[config.mk]
export PLATFORM = sky130hd
export DESIGN_NAME = keyboard_report_change_events_core
export DESIGN_NICKNAME = d
export VERILOG_FILES = /design/src/krce_pkg.sv /design/src/keyboard_report_change_events_core.sv
export SDC_FILE = /design/constraint.sdc
export NUM_CORES = 1
export LEC_CHECK = 0
export ABC_AREA = 1
export BUFFER_PORTS_ARGS = -buffer_cell sky130_fd_sc_hd__buf_4
export CAP_MARGIN = 5
export CORE_ASPECT_RATIO = 1.75
export CORE_MARGIN = 10
export CORE_UTILIZATION = 68
export CTS_BUF_LIST = sky130_fd_sc_hd__clkbuf_2 sky130_fd_sc_hd__clkbuf_4 sky130_fd_sc_hd__clkbuf_8
export DETAILED_ROUTE_END_ITERATION = 7
export GPL_TIMING_DRIVEN = 0
export PLACE_DENSITY = 0.95
export REMOVE_ABC_BUFFERS = 1
export SYNTH_ARGS = -nofsm -noshare
export SYNTH_HDL_FRONTEND = slang
export SYNTH_SLANG_ARGS = --single-unit
[constraint.sdc]
create_clock -name clk -period 5.9 [get_ports clk]
set_input_delay 0.59 -clock clk [delete_from_list [all_inputs] [get_ports clk]]
set_output_delay 0.59 -clock clk [all_outputs]
set_load 0.01 [all_outputs]
[src/krce_pkg.sv]
`timescale 1ns / 1ps
`default_nettype none

package krce_pkg;

    // Event kinds as they appear on the result stream.
    typedef enum logic [3:0] {
        KIND_PRESS       = 4'd0,
        KIND_RELEASE     = 4'd1,
        KIND_SUSTAIN     = 4'd2,
        KIND_STOMP       = 4'd3,
        KIND_MOD         = 4'd4,
        KIND_EXPRESSION  = 4'd5,
        KIND_ACCESSORIES = 4'd6,
        KIND_LOW_HAND    = 4'd7,
        KIND_HIGH_HAND   = 4'd8,
        KIND_ACCEL       = 4'd9
    } ev_kind_t;

    // One event as it waits in the pending and output registers.
    typedef struct packed {
        ev_kind_t    kind;
        logic [6:0]  note;
        logic [7:0]  value_a;
        logic [7:0]  value_b;
        logic [7:0]  value_c;
    } ev_t;

    localparam int BASE_NOTE   = 'h30;
    localparam int VEL_W       = 7;
    localparam int MAX_RESULTS = 32;
    localparam int CNT_W       = $clog2(MAX_RESULTS + 1);
    localparam int CTRL_STEPS  = 8;
    localparam int CTRL_IDX_W  = $clog2(CTRL_STEPS);
    localparam int OUT_TDATA_W = 32;
    localparam int OUT_TUSER_W = 6;
    localparam int IN_TUSER_W  = 2;

endpackage

`default_nettype wire

[src/keyboard_report_change_events_core.sv]
`timescale 1ns / 1ps
`default_nettype none

// Keyboard report change detector. Each transaction on the slave stream is one
// controller report for one pad; the block compares it with the key, pedal and
// controller values it holds for that pad and sends one transaction per change
// on the master stream (key presses and releases in ascending note order, then
// sustain, stomp, mod, expression, accessories, low hand, high hand and one
// accelerometer event), with tlast on the final event of the report. At most
// 32 events are sent per report; state always follows the full report. While
// midi_port_mode is set, or for a pad number at or above PAD_COUNT, reports
// are taken and dropped. Rate: a report occupies the block for a load step,
// a scan step for each key and for each of the 8 controller values, and a
// flush step, because a single comparator and slot shifter step through one
// key or one controller value per cycle; the scan halts while the master side
// stalls as a new event is found, and the flush waits while the output
// register is still held. s_axis_tready is high only between reports.
module keyboard_report_change_events_core
    import krce_pkg::*;
#(
    parameter int PAD_COUNT  = 4,
    parameter int KEY_COUNT  = 25,
    parameter int SLOT_COUNT = 5
)
(
    input  wire logic                   clk,
    input  wire logic                   rst_n,
    input  wire logic                   cfg_wr_en,
    input  wire logic                   cfg_wr_data,
    input  wire logic                   s_axis_tvalid,
    output logic                        s_axis_tready,
    // key_bits, slot_velocities, sustain_in, stomp_in, mod_in, expression_in,
    // accessories_in, low_hand_in, high_hand_in, accel_axis_one, accel_axis_two
    input  wire logic [((KEY_COUNT + VEL_W * SLOT_COUNT + 54 + 7) / 8) * 8 - 1:0]
                                        s_axis_tdata,
    // pad
    input  wire logic [IN_TUSER_W-1:0]  s_axis_tuser,
    output logic                        m_axis_tvalid,
    input  wire logic                   m_axis_tready,
    // note, value_a, value_b, value_c
    output logic [OUT_TDATA_W-1:0]      m_axis_tdata,
    // event_kind, event_pad
    output logic [OUT_TUSER_W-1:0]      m_axis_tuser,
    output logic                        m_axis_tlast
);

    localparam int PAD_W     = (PAD_COUNT > 1) ? $clog2(PAD_COUNT) : 1;
    localparam int SLOT_W    = VEL_W * SLOT_COUNT;
    localparam int CTRL_W    = 54;
    localparam int O_SLOTS   = KEY_COUNT;
    localparam int O_SUS     = O_SLOTS + SLOT_W;
    localparam int O_STOMP   = O_SUS + 1;
    localparam int O_MOD     = O_STOMP + 1;
    localparam int O_EXPR    = O_MOD + 8;
    localparam int O_ACC     = O_EXPR + 8;
    localparam int O_LOW     = O_ACC + 8;
    localparam int O_HIGH    = O_LOW + 8;
    localparam int O_AX1     = O_HIGH + 4;
    localparam int O_AX2     = O_AX1 + 8;
    localparam logic [6:0] FIRST_NOTE = 7'(BASE_NOTE);
    localparam logic [6:0] LAST_NOTE  = 7'(BASE_NOTE + KEY_COUNT - 1);

    typedef enum logic [1:0] {
        ST_IDLE,
        ST_KEYS,
        ST_CTRL,
        ST_FLUSH
    } state_t;

    // Input field views.
    logic [1:0]           in_pad;
    logic [KEY_COUNT-1:0] in_keys;
    logic [SLOT_W-1:0]    in_slots;
    logic                 in_sus;
    logic                 in_stomp;
    logic [7:0]           in_mod;
    logic [7:0]           in_expr;
    logic [7:0]           in_acc;
    logic [7:0]           in_low;
    logic [3:0]           in_high;
    logic [23:0]          in_accel;
    logic [PAD_W-1:0]     pad_idx;

    assign in_pad   = s_axis_tuser;
    assign in_keys  = s_axis_tdata[KEY_COUNT-1:0];
    assign in_slots = s_axis_tdata[O_SLOTS +: SLOT_W];
    assign in_sus   = s_axis_tdata[O_SUS];
    assign in_stomp = s_axis_tdata[O_STOMP];
    assign in_mod   = s_axis_tdata[O_MOD +: 8];
    assign in_expr  = s_axis_tdata[O_EXPR +: 8];
    assign in_acc   = s_axis_tdata[O_ACC +: 8];
    assign in_low   = s_axis_tdata[O_LOW +: 8];
    assign in_high  = s_axis_tdata[O_HIGH +: 4];
    assign in_accel = {s_axis_tdata[O_AX2 +: 8], s_axis_tdata[O_AX1 +: 8], in_mod};
    assign pad_idx  = PAD_W'(in_pad);

    // Per-pad stored values.
    logic [KEY_COUNT-1:0] key_down_reg    [PAD_COUNT];
    logic                 sustain_reg     [PAD_COUNT];
    logic                 stomp_reg       [PAD_COUNT];
    logic [7:0]           mod_reg         [PAD_COUNT];
    logic [7:0]           expression_reg  [PAD_COUNT];
    logic [7:0]           accessories_reg [PAD_COUNT];
    logic [7:0]           low_hand_reg    [PAD_COUNT];
    logic [3:0]           high_hand_reg   [PAD_COUNT];
    logic [23:0]          accel_reg       [PAD_COUNT];

    logic mode_reg;

    // Sequencer and working registers.
    state_t                state_reg, state_next;
    logic [1:0]            pad_reg, pad_next;
    logic [KEY_COUNT-1:0]  cur_keys_reg, cur_keys_next;
    logic [KEY_COUNT-1:0]  old_keys_reg, old_keys_next;
    logic [SLOT_W-1:0]     slots_reg, slots_next;
    logic [6:0]            note_reg, note_next;
    logic [CTRL_IDX_W-1:0] ctrl_idx_reg, ctrl_idx_next;
    logic [CNT_W-1:0]      found_reg, found_next;
    logic [CTRL_W-1:0]     new_ctrl_reg, new_ctrl_next;
    logic [CTRL_W-1:0]     old_ctrl_reg, old_ctrl_next;
    ev_t                   pend_reg, pend_next;
    logic                  pend_valid_reg, pend_valid_next;
    ev_t                   out_reg, out_next;
    logic [1:0]            out_pad_reg, out_pad_next;
    logic                  out_valid_reg, out_valid_next;
    logic                  out_last_reg, out_last_next;

    logic       take_item;
    logic       start_scan;
    logic       key_now;
    logic       scanning;
    ev_kind_t   ctrl_kind;
    logic [23:0] cmp_new;
    logic [23:0] cmp_old;
    ev_t        cand;
    logic       hit;
    logic       keep;
    logic       out_free;
    logic       step_go;

    assign s_axis_tready = (state_reg == ST_IDLE);
    assign take_item     = s_axis_tvalid && s_axis_tready;
    assign start_scan    = take_item && !mode_reg && (32'(in_pad) < PAD_COUNT);

    // Shared compare unit: one key or one controller value per cycle unless
    // the scan stalls. Controller fields in the working words: sus, stomp,
    // mod, expr, acc, low, high, axis 1, axis 2 from bit 0 up.
    always_comb
    begin
        key_now   = cur_keys_reg[KEY_COUNT-1];
        ctrl_kind = ev_kind_t'(4'(KIND_SUSTAIN) + 4'(ctrl_idx_reg));
        cmp_new   = '0;
        cmp_old   = '0;
        cand      = '0;
        cand.kind = ctrl_kind;
        if (state_reg == ST_KEYS)
        begin
            cmp_new      = 24'(key_now);
            cmp_old      = 24'(old_keys_reg[KEY_COUNT-1]);
            cand.kind    = key_now ? KIND_PRESS : KIND_RELEASE;
            cand.note    = note_reg;
            cand.value_a = key_now ? 8'(slots_reg[VEL_W-1:0]) : 8'd0;
        end
        else
        begin
            unique case (ctrl_kind)
                KIND_SUSTAIN:
                begin
                    cmp_new = 24'(new_ctrl_reg[0]);
                    cmp_old = 24'(old_ctrl_reg[0]);
                end
                KIND_STOMP:
                begin
                    cmp_new = 24'(new_ctrl_reg[1]);
                    cmp_old = 24'(old_ctrl_reg[1]);
                end
                KIND_MOD:
                begin
                    cmp_new = 24'(new_ctrl_reg[9:2]);
                    cmp_old = 24'(old_ctrl_reg[9:2]);
                end
                KIND_EXPRESSION:
                begin
                    cmp_new = 24'(new_ctrl_reg[17:10]);
                    cmp_old = 24'(old_ctrl_reg[17:10]);
                end
                KIND_ACCESSORIES:
                begin
                    cmp_new = 24'(new_ctrl_reg[25:18]);
                    cmp_old = 24'(old_ctrl_reg[25:18]);
                end
                KIND_LOW_HAND:
                begin
                    cmp_new = 24'(new_ctrl_reg[33:26]);
                    cmp_old = 24'(old_ctrl_reg[33:26]);
                end
                KIND_HIGH_HAND:
                begin
                    cmp_new = 24'(new_ctrl_reg[37:34]);
                    cmp_old = 24'(old_ctrl_reg[37:34]);
                end
                KIND_ACCEL:
                begin
                    cmp_new = {new_ctrl_reg[53:38], new_ctrl_reg[9:2]};
                    cmp_old = {old_ctrl_reg[53:38], old_ctrl_reg[9:2]};
                end
                default:
                begin
                    cmp_new = '0;
                    cmp_old = '0;
                end
            endcase
            cand.value_a = cmp_new[7:0];
            if (ctrl_kind == KIND_ACCEL)
            begin
                cand.value_b = cmp_new[15:8];
                cand.value_c = cmp_new[23:16];
            end
        end
    end

    assign scanning = (state_reg == ST_KEYS) || (state_reg == ST_CTRL);
    assign hit      = scanning && (cmp_new != cmp_old);
    assign keep     = hit && (found_reg < CNT_W'(MAX_RESULTS));
    assign out_free = !out_valid_reg || m_axis_tready;
    assign step_go  = !(keep && pend_valid_reg && !out_free);

    // Sequencer next state. One event waits in the pending register so that
    // the final one of a report can be sent with tlast.
    always_comb
    begin
        state_next      = state_reg;
        pad_next        = pad_reg;
        cur_keys_next   = cur_keys_reg;
        old_keys_next   = old_keys_reg;
        slots_next      = slots_reg;
        note_next       = note_reg;
        ctrl_idx_next   = ctrl_idx_reg;
        found_next      = found_reg;
        new_ctrl_next   = new_ctrl_reg;
        old_ctrl_next   = old_ctrl_reg;
        pend_next       = pend_reg;
        pend_valid_next = pend_valid_reg;
        out_next        = out_reg;
        out_pad_next    = out_pad_reg;
        out_last_next   = out_last_reg;
        out_valid_next  = out_valid_reg && !m_axis_tready;

        unique case (state_reg)
            ST_IDLE:
            begin
                if (start_scan)
                begin
                    pad_next      = in_pad;
                    cur_keys_next = in_keys;
                    old_keys_next = key_down_reg[pad_idx];
                    slots_next    = in_slots;
                    note_next     = FIRST_NOTE;
                    ctrl_idx_next = '0;
                    found_next    = '0;
                    new_ctrl_next = {in_accel[23:8], in_high, in_low, in_acc,
                                     in_expr, in_mod, in_stomp, in_sus};
                    old_ctrl_next = {accel_reg[pad_idx][23:8], high_hand_reg[pad_idx],
                                     low_hand_reg[pad_idx], accessories_reg[pad_idx],
                                     expression_reg[pad_idx], mod_reg[pad_idx],
                                     stomp_reg[pad_idx], sustain_reg[pad_idx]};
                    state_next    = ST_KEYS;
                end
            end
            ST_KEYS, ST_CTRL:
            begin
                if (step_go)
                begin
                    if (keep)
                    begin
                        if (pend_valid_reg)
                        begin
                            out_next       = pend_reg;
                            out_pad_next   = pad_reg;
                            out_last_next  = 1'b0;
                            out_valid_next = 1'b1;
                        end
                        pend_next       = cand;
                        pend_valid_next = 1'b1;
                        found_next      = found_reg + CNT_W'(1);
                    end
                    if (state_reg == ST_KEYS)
                    begin
                        cur_keys_next = cur_keys_reg << 1;
                        old_keys_next = old_keys_reg << 1;
                        if (key_now)
                        begin
                            slots_next = slots_reg >> VEL_W;
                        end
                        note_next = note_reg + 7'd1;
                        if (note_reg == LAST_NOTE)
                        begin
                            state_next = ST_CTRL;
                        end
                    end
                    else
                    begin
                        ctrl_idx_next = ctrl_idx_reg + CTRL_IDX_W'(1);
                        if (ctrl_idx_reg == CTRL_IDX_W'(CTRL_STEPS - 1))
                        begin
                            state_next = ST_FLUSH;
                        end
                    end
                end
            end
            ST_FLUSH:
            begin
                if (!pend_valid_reg)
                begin
                    state_next = ST_IDLE;
                end
                else if (out_free)
                begin
                    out_next        = pend_reg;
                    out_pad_next    = pad_reg;
                    out_last_next   = 1'b1;
                    out_valid_next  = 1'b1;
                    pend_valid_next = 1'b0;
                    state_next      = ST_IDLE;
                end
            end
            default:
            begin
                state_next = ST_IDLE;
            end
        endcase
    end

    // State, stored pad values and registered outputs.
    always_ff @(posedge clk or negedge rst_n)
    begin
        if (!rst_n)
        begin
            state_reg      <= ST_IDLE;
            mode_reg       <= 1'b0;
            found_reg      <= '0;
            pend_valid_reg <= 1'b0;
            out_valid_reg  <= 1'b0;
            pad_reg        <= '0;
            cur_keys_reg   <= '0;
            old_keys_reg   <= '0;
            slots_reg      <= '0;
            note_reg       <= '0;
            ctrl_idx_reg   <= '0;
            new_ctrl_reg   <= '0;
            old_ctrl_reg   <= '0;
            pend_reg       <= '0;
            out_reg        <= '0;
            out_pad_reg    <= '0;
            out_last_reg   <= 1'b0;
            for (int p = 0; p < PAD_COUNT; p++)
            begin
                key_down_reg[p]    <= '0;
                sustain_reg[p]     <= 1'b0;
                stomp_reg[p]       <= 1'b0;
                mod_reg[p]         <= '0;
                expression_reg[p]  <= '0;
                accessories_reg[p] <= '0;
                low_hand_reg[p]    <= '0;
                high_hand_reg[p]   <= '0;
                accel_reg[p]       <= '0;
            end
        end
        else
        begin
            state_reg      <= state_next;
            found_reg      <= found_next;
            pend_valid_reg <= pend_valid_next;
            out_valid_reg  <= out_valid_next;
            pad_reg        <= pad_next;
            cur_keys_reg   <= cur_keys_next;
            old_keys_reg   <= old_keys_next;
            slots_reg      <= slots_next;
            note_reg       <= note_next;
            ctrl_idx_reg   <= ctrl_idx_next;
            new_ctrl_reg   <= new_ctrl_next;
            old_ctrl_reg   <= old_ctrl_next;
            pend_reg       <= pend_next;
            out_reg        <= out_next;
            out_pad_reg    <= out_pad_next;
            out_last_reg   <= out_last_next;
            if (cfg_wr_en)
            begin
                mode_reg <= cfg_wr_data;
            end
            // The stored values take the report when the scan starts.
            if (start_scan)
            begin
                key_down_reg[pad_idx]    <= in_keys;
                sustain_reg[pad_idx]     <= in_sus;
                stomp_reg[pad_idx]       <= in_stomp;
                mod_reg[pad_idx]         <= in_mod;
                expression_reg[pad_idx]  <= in_expr;
                accessories_reg[pad_idx] <= in_acc;
                low_hand_reg[pad_idx]    <= in_low;
                high_hand_reg[pad_idx]   <= in_high;
                accel_reg[pad_idx]       <= in_accel;
            end
        end
    end

    // Output stream.
    assign m_axis_tvalid = out_valid_reg;
    assign m_axis_tlast  = out_last_reg;
    assign m_axis_tdata  = {1'b0, out_reg.value_c, out_reg.value_b, out_reg.value_a,
                            out_reg.note};
    assign m_axis_tuser  = {out_pad_reg, out_reg.kind};

    // Nothing may be left pending once the block takes a new report.
    assert property (@(posedge clk) disable iff (!rst_n)
        s_axis_tready |-> !pend_valid_reg)
        else $error("event left pending while idle");

    // The event count of one report never passes the limit.
    assert property (@(posedge clk) disable iff (!rst_n)
        found_reg <= CNT_W'(MAX_RESULTS))
        else $error("event count past limit");

    // Key events carry a note in the keyboard range, other events carry none.
    assert property (@(posedge clk) disable iff (!rst_n)
        (m_axis_tvalid && (out_reg.kind == KIND_PRESS || out_reg.kind == KIND_RELEASE))
        |-> (out_reg.note >= FIRST_NOTE && out_reg.note <= LAST_NOTE))
        else $error("key event note out of range");

    // A report dropped in port mode leaves the block ready.
    assert property (@(posedge clk) disable iff (!rst_n)
        (take_item && mode_reg) |=> s_axis_tready)
        else $error("dropped report started a scan");

endmodule

`default_nettype wire

==> results.yml, run 1 <==
sta:
  final_hold_viol_count: 0
  whs_ns: 0.144
  slew_violations: 0
  rsz0062_at_grt: "no"
  setup_viol: 0
  fmax_mhz: 176
  tightest_slew_ns: 1.26
  maxSlewHeadroom_pct: 15.8
  period_minus_slack_ns: 5.67
  post-route-period-util_pct: 96.0
  finalClockSkew_ns: 0.0327
  setup_ws_ns: 0.234
detailed_routing:
  antenna_left: 0
  drt-initial-drc-count: 2690
  firstDrtPassIters: 7
  wl_per_cell_um: 19.7
  drc_errors: 0
  routed_wl_um: 74900
  vias_per_cell: 6.26
  vias: 23800
placed_design:
  place.gp.congestion: 0.873
  post-place-ws_ns: 0.221
  dp_hpwl_um: 45200
  detailed_place.area_um2: 28300
  portBuffers: 161
clock_tree:
  cts_root_buf: "clkbuf_8"
  clockBufferDepth: 3
  path_clk_slew_ns: 0.07
  htreeDepth: 3
  cts_sinks: 605
  insertion_delay_ns: 0.68
  cts_tree: "done"
  cts_buffers: 83
  post_cts_buffers: 0
setup_path:
  crit_path_end_kind: "register"
  worst_setup_path_start_kind: "register"
  cp.arrival_ns: 6.20
  crit_fanout: 61
  critPathRequiredTime_ns: 6.43
  critical_path_class: "register to register"
die:
  core_area_um2: 39000
  initial_core_util_pct: 68.4
  io_pins: 169
  die_w_um: 170
  rows: 96
  die-area_um2: 47900
  die_y_um: 282
final_layout:
  final-seq-area_um2: 15100
  areaGrowthSynthToFinish_pct: 12.5
  final_area_um2: 30000
  nets: 3393
  fillers: 2334
  multi_input_area_um2: 10000
  drive_gt1_share_pct: 11.7
  largest_register_ff_count: 100
synth:
  syn_area_um2: 26700
  ys_top_cells_by_area: "dfrtp_1, nand2_1, o21ai_0"
  synth_edf_count: 0
  ys_ff_latch: 605
  synth.avg_cell_area_um2: 8.41
  synth_top_area_share_pct: 56.7
  yosysWarnings: 0
  netlist_instances: 3177
  yosys_most_used_dff: "dfrtp_1"
  synth_area_leader_cell: "dfrtp_1"
  yosysSeqAreaShare_pct: 56.7
  ys_types: 41
  async_flop_share_pct: 100
global_route:
  antenna_found_initial: 1
  grt_pass1_vias: 24300
  grt_usage_pct: 31.2
  grt_max_degree: 138
  grt_overflow: 0
  grt_pass1_wl_um: 121000
power:
  power.density_nw_per_um2: 548
  total_leakage_power_nw: 15.0
  irDropWorstVdd_v: 0.000442
status:
  status: "completed"
hold_path:
  min-delay-path-class: "input port to register"
run:
  drv_cap: 0
critical path, stage by stage (launching register included):
cell and delay, ns:
dfrtp_1 0.45, inv_1 0.13, ha_2 0.61, nand2_2 0.24, nand2_4 0.19, nand2_1 0.13
nand3_1 0.08, nor2_1 0.47, nand2_1 0.12, nand2_1 0.09, nand2_1 0.13, nor2_1 0.12
nand2_1 0.06, nand2_1 0.16, nand2_2 0.12, nand3_4 0.13, nand2_4 0.10, inv_2 0.92
nand2_2 0.68, buf_12 0.38, nand2_1 0.09, nand2_1 0.05
logic make-up (layout without fill, tap and decap cells):
family | after synthesis | in the layout | synth area share (%)
AOI/OAI and AO/OA | 623 | 623 | 12.8
xor gates and xnor gates | 5 | 5 | 0.164
adders and majority gates | 15 | 15 | 0.703
buffers and inverters | 397 | 533 | 6.03
DFF | 605 | 605 | 56.7
muxes | 15 | 15 | 0.633
other | 1 | 2 | 0.0140
and+or+nand+nor | 1516 | 1516 | 23.0
layer usage:
layer  share of wire, %  routed length (µm)  vias to the layer above  track usage [%]
li1                   -                   -                    10500                -
met1                 34               25800                    11400             35.4
met2                 49               36900                     1564             51.8
met3                9.5                7080                      392             6.30
met4                6.8                5080                        0             21.9
met5                  0                   0                        -                0
power by group:
part	total, mW	switching, mW	internal, mW
Clock	3.38	1.59	1.79
Sequential	7.03	1.09	5.94
Combinational	6.06	4.06	2.00
Total	16.5	6.74	9.74
area by class of cell:
class | count | share of cell area (%)
Sequential cell | 605 | 50.4
Multi-Input combinational cell | 2175 | 33.4
Timing Repair Buffer | 185 | 5.87
Clock buffer | 131 | 5.40
Inverter | 200 | 2.57
Tap cell | 490 | 2.04
Clock inverter | 17 | 0.375
Antenna cell | 1 | 0.00833
Yosys cell counts, types with 12 or more instances:
cell,number
a21oi_1,35
a22oi_1,43
a31oi_1,22
a41oi_1,24
buf_2,25
clkbuf_1,148
dfrtp_1,605
ha_1,15
inv_1,195
mux2_2,15
nand2_1,1208
nand3_1,145
nand3b_1,25
nand4_1,40
nor2_1,80
o21ai_0,470
o22ai_1,12
worst paths after layout:
check / start / end / slack, ns / cells past startpoint
min: cfg_wr_en / mode_reg$_DFFE_PN0P_ / 0.14 / 2
max reg2reg: ctrl_idx_reg[1]$_DFFE_PN0P_ / old_keys_reg[14]$_DFFE_PN0P_ / 0.23 / 21
min reg2reg: cur_keys_reg[3]$_DFFE_PN0P_ / cur_keys_reg[3]$_DFFE_PN0P_ / 0.47 / 2
min in group asynchronous: rst_n / key_down_reg[79]$_DFFE_PN0P_ / 0.47 / 2
max: ctrl_idx_reg[1]$_DFFE_PN0P_ / old_keys_reg[14]$_DFFE_PN0P_ / 0.23 / 21
max in group asynchronous: rst_n / accel_reg[46]$_DFFE_PN0P_ / 3.31 / 5
stage by stage:
| step | power, mW | TNS, ns | cells | util, % |
|---|---|---|---|---|
| after floorplan | 10.6 | -175.01 | 2980 | - |
| after global placement | 12.2 | -3343.72 | 3631 | 70.9 |
| after detailed placement | 12.8 | 0 | 3654 | 72.5 |
| after global routing | 17.5 | 0 | 3804 | 77.0 |
| after CTS | 16.3 | 0 | 3803 | 77.0 |
| final | 16.5 | 0 | 3804 | 77.0 |
cells in the final DEF (no fill, tap or decap), types with 29 or more instances in the layout:
master / Yosys / routed
nand2_1: 1208 / 1206
dfrtp_1: 605 / 605
o21ai_0: 470 / 470
inv_1: 195 / 191
buf_4: 4 / 160
nand3_1: 145 / 144
clkbuf_8: 0 / 102
nor2_1: 80 / 78
a22oi_1: 43 / 43
nand4_1: 40 / 40
a21oi_1: 35 / 35
clkbuf_4: 1 / 29
repair_timing:
item / CTS / global route
endpoints found under the hold margin: 76 / 0
hold buffers: 1 / 0
gates resized for setup: 0 / 0
No activity file was read; power rests on OpenSTA's default activity.
==> run 2: changes to the inputs <==
- BUFFER_PORTS_ARGS: -buffer_cell sky130_fd_sc_hd__buf_4 -> -buffer_cell sky130_fd_sc_hd__buf_2
- PLACE_DENSITY: 0.95 -> 0.88
==> run 2 against run 1 <==
Count of clock-buffer cells in the layout down 6; cell count unchanged; routed wire length down 3.5%; critical endpoint is now old_keys_reg[13]$_DFFE_PN0P_; largest power group unchanged; highest routed layer unchanged.
==> results.yml, run 2 (synthesized netlist as in run 1, its figures left out) <==
placed_design:
  post-place-ws_ns: 0.0862
  dp_hpwl_um: 44100
  detailed_place.area_um2: 27900
  place.gp.congestion: 0.923
  portBuffers: 161
setup_path:
  worst_setup_path_start_kind: "register"
  rr_startpoint: "ctrl_idx_reg[0]$_DFFE_PN0P_"
  cp_common_cell: "nand2_1"
  crit_path_end_kind: "register"
  critical_path_class: "register to register"
  max_stage_delay_ns: 0.79
  crit_fanout: 61
  slowest_stage: "ha_1"
  critPathRequiredTime_ns: 6.48
  reg2regPathDepth: 16
  rrSetupSlack_ns: 0.32
  cp.arrival_ns: 6.16
  crit_path_cell_trace: "ha_1 -> nand2_2 -> nor2_2 -> inv_1 -> nor2_1 -> nand2_1 -> nand4_1 -> a21oi_1 -> nand2_2 -> nand3_4 -> nand2_4 -> clkinv_2 -> nand2_4 -> buf_16 -> nand2_1 -> nand2_1"
  r2r_end: "old_keys_reg[13]$_DFFE_PN0P_"
power:
  power.internal_mw: 9.80
  clkPwrFrac_pct: 21.2
  sw_frac_of_total_pct: 40.2
  total_leakage_power_nw: 14.9
  irDropWorstVdd_v: 0.000482
  switching_power_mw: 6.59
  power.density_nw_per_um2: 551
  combinationalPowerShare_pct: 36.1
  p_seq_share_pct: 42.7
die:
  initial_core_util_pct: 68.4
  rows: 96
  core_area_um2: 39000
  io_pins: 169
  die_w_um: 170
  die-area_um2: 47900
  die_y_um: 282
final_layout:
  fillers: 2536
  layout_commonest_cell: "nand2_1"
  final_cell_mix: "nand2_1, dfrtp_1, o21ai_0"
  largest_register_ff_count: 100
  areaGrowthSynthToFinish_pct: 11.4
  drive_gt1_share_pct: 11.6
  final_area_um2: 29800
  nets: 3393
detailed_routing:
  drc_errors: 0
  routed_wl_um: 72200
  vias_per_cell: 6.06
  vias: 23100
  firstDrtPassIters: 7
  wl_per_cell_um: 19.0
  drt-initial-drc-count: 2394
  antenna_left: 0
clock_tree:
  cts_buffers: 83
  cts_tree: "done"
  clockBufferDepth: 3
  cts_root_buf: "clkbuf_8"
  insertion_delay_ns: 0.66
  htreeDepth: 3
  path_clk_slew_ns: 0.07
  cts_sinks: 605
sta:
  rsz0062_at_grt: "no"
  fmax_mhz: 179
  final_hold_viol_count: 0
  period_minus_slack_ns: 5.58
  finalClockSkew_ns: 0.0293
  setup_ws_ns: 0.317
  slew_violations: 0
  maxSlewHeadroom_pct: 23.9
  post-route-period-util_pct: 94.6
  tightest_slew_ns: 1.14
  setup_viol: 0
  totalNegativeSetupSlack_ns: 0
global_route:
  antenna_found_initial: 3
  grt_pass1_wl_um: 116000
  grt_max_degree: 130
  grt_pass1_vias: 23500
  grt_overflow: 0
  grt_usage_pct: 30.0
hold_path:
  min_to: "mode_reg$_DFFE_PN0P_"
  hold_path_depth: 2
  holdCritStartpoint: "cfg_wr_en"
  min-delay-path-class: "input port to register"
run:
  drv_cap: 0
status:
  status: "completed"
## run 2: worst max-delay path by stage
| stage | depth (start not counted) | endpoint | startpoint | slack (ns) |
|---|---|---|---|---|
| floorplan | 6 | accel_reg[80]$_DFFE_PN0P_ | state_reg[0]$_DFFE_PN0P_ | -2.18 |
| global placement | 4 | accel_reg[93]$_DFFE_PN0P_ | s_axis_tuser[1] | -8.75 |
| detailed placement | 21 | old_keys_reg[17]$_DFFE_PN0P_ | ctrl_idx_reg[1]$_DFFE_PN0P_ | 0.09 |
| CTS | 21 | old_keys_reg[1]$_DFFE_PN0P_ | ctrl_idx_reg[1]$_DFFE_PN0P_ | 0.05 |
| finish | 16 | old_keys_reg[13]$_DFFE_PN0P_ | ctrl_idx_reg[0]$_DFFE_PN0P_ | 0.32 |
| global route | 16 | cur_keys_reg[23]$_DFFE_PN0P_ | ctrl_idx_reg[0]$_DFFE_PN0P_ | 0.12 |
## run 2: power by group through the flow
stage	clock, mW	combinational, mW	sequential [mW]
floorplan	0	3.89	6.74
global placement	0	5.21	6.90
detailed placement	0	5.76	7.00
CTS	3.48	5.84	6.96
global route	3.65	6.65	7.16
finish	3.48	5.91	7.00
## run 2: per-stage QoR
stage | utilization, % | power, mW | hold WS, ns | instances
finish | 76.2 | 16.4 | 0.158 | 3804
global route | 76.2 | 17.5 | 0.166 | 3803
CTS | 76.2 | 16.3 | 0.141 | 3800
detailed placement | 71.5 | 12.8 | 0.459 | 3654
global placement | 69.8 | 12.1 | 0.454 | 3631
floorplan | - | 10.6 | 0.294 | 2980
## run 2: timing repair
item                       4_1_cts  5_1_grt
setup endpoints to repair        0       12
hold buffers                     1        0
buffers inserted                 0        0
hold endpoints to repair        54        0
gates resized for setup          0        2
## run 2: routing by layer
metal | vias to the layer above | track usage (%) | share of wire [%]
met4 | 0 | 18.4 | 5.3
met3 | 260 | 5.02 | 7.8
met1 | 11200 | 34.4 | 36
met5 | - | 0 | 0
met2 | 1206 | 51.7 | 51
li1 | 10400 | - | -
## run 2: cell type report
cell class                      count  area [µm²]  area share [%]
Clock inverter                     20         216           0.727
Clock buffer                      125        1580            5.32
Multi-Input combinational cell   2175       10000            33.7
Antenna cell                        4        10.0          0.0336
Sequential cell                   605       15100            50.9
Timing Repair Buffer              185        1390            4.68
Inverter                          200         772            2.59
Tap cell                          490         613            2.06
## run 2: worst max-delay path: cells and delay by family, from the launching register on
family / cells / cell delay (ns)
adders and majority gates: 1 / 0.79
buffers and inverters: 3 / 1.26
and+or+nand+nor: 11 / 2.83
AOI/OAI and AO/OA: 1 / 0.08
DFF: 1 / 0.48
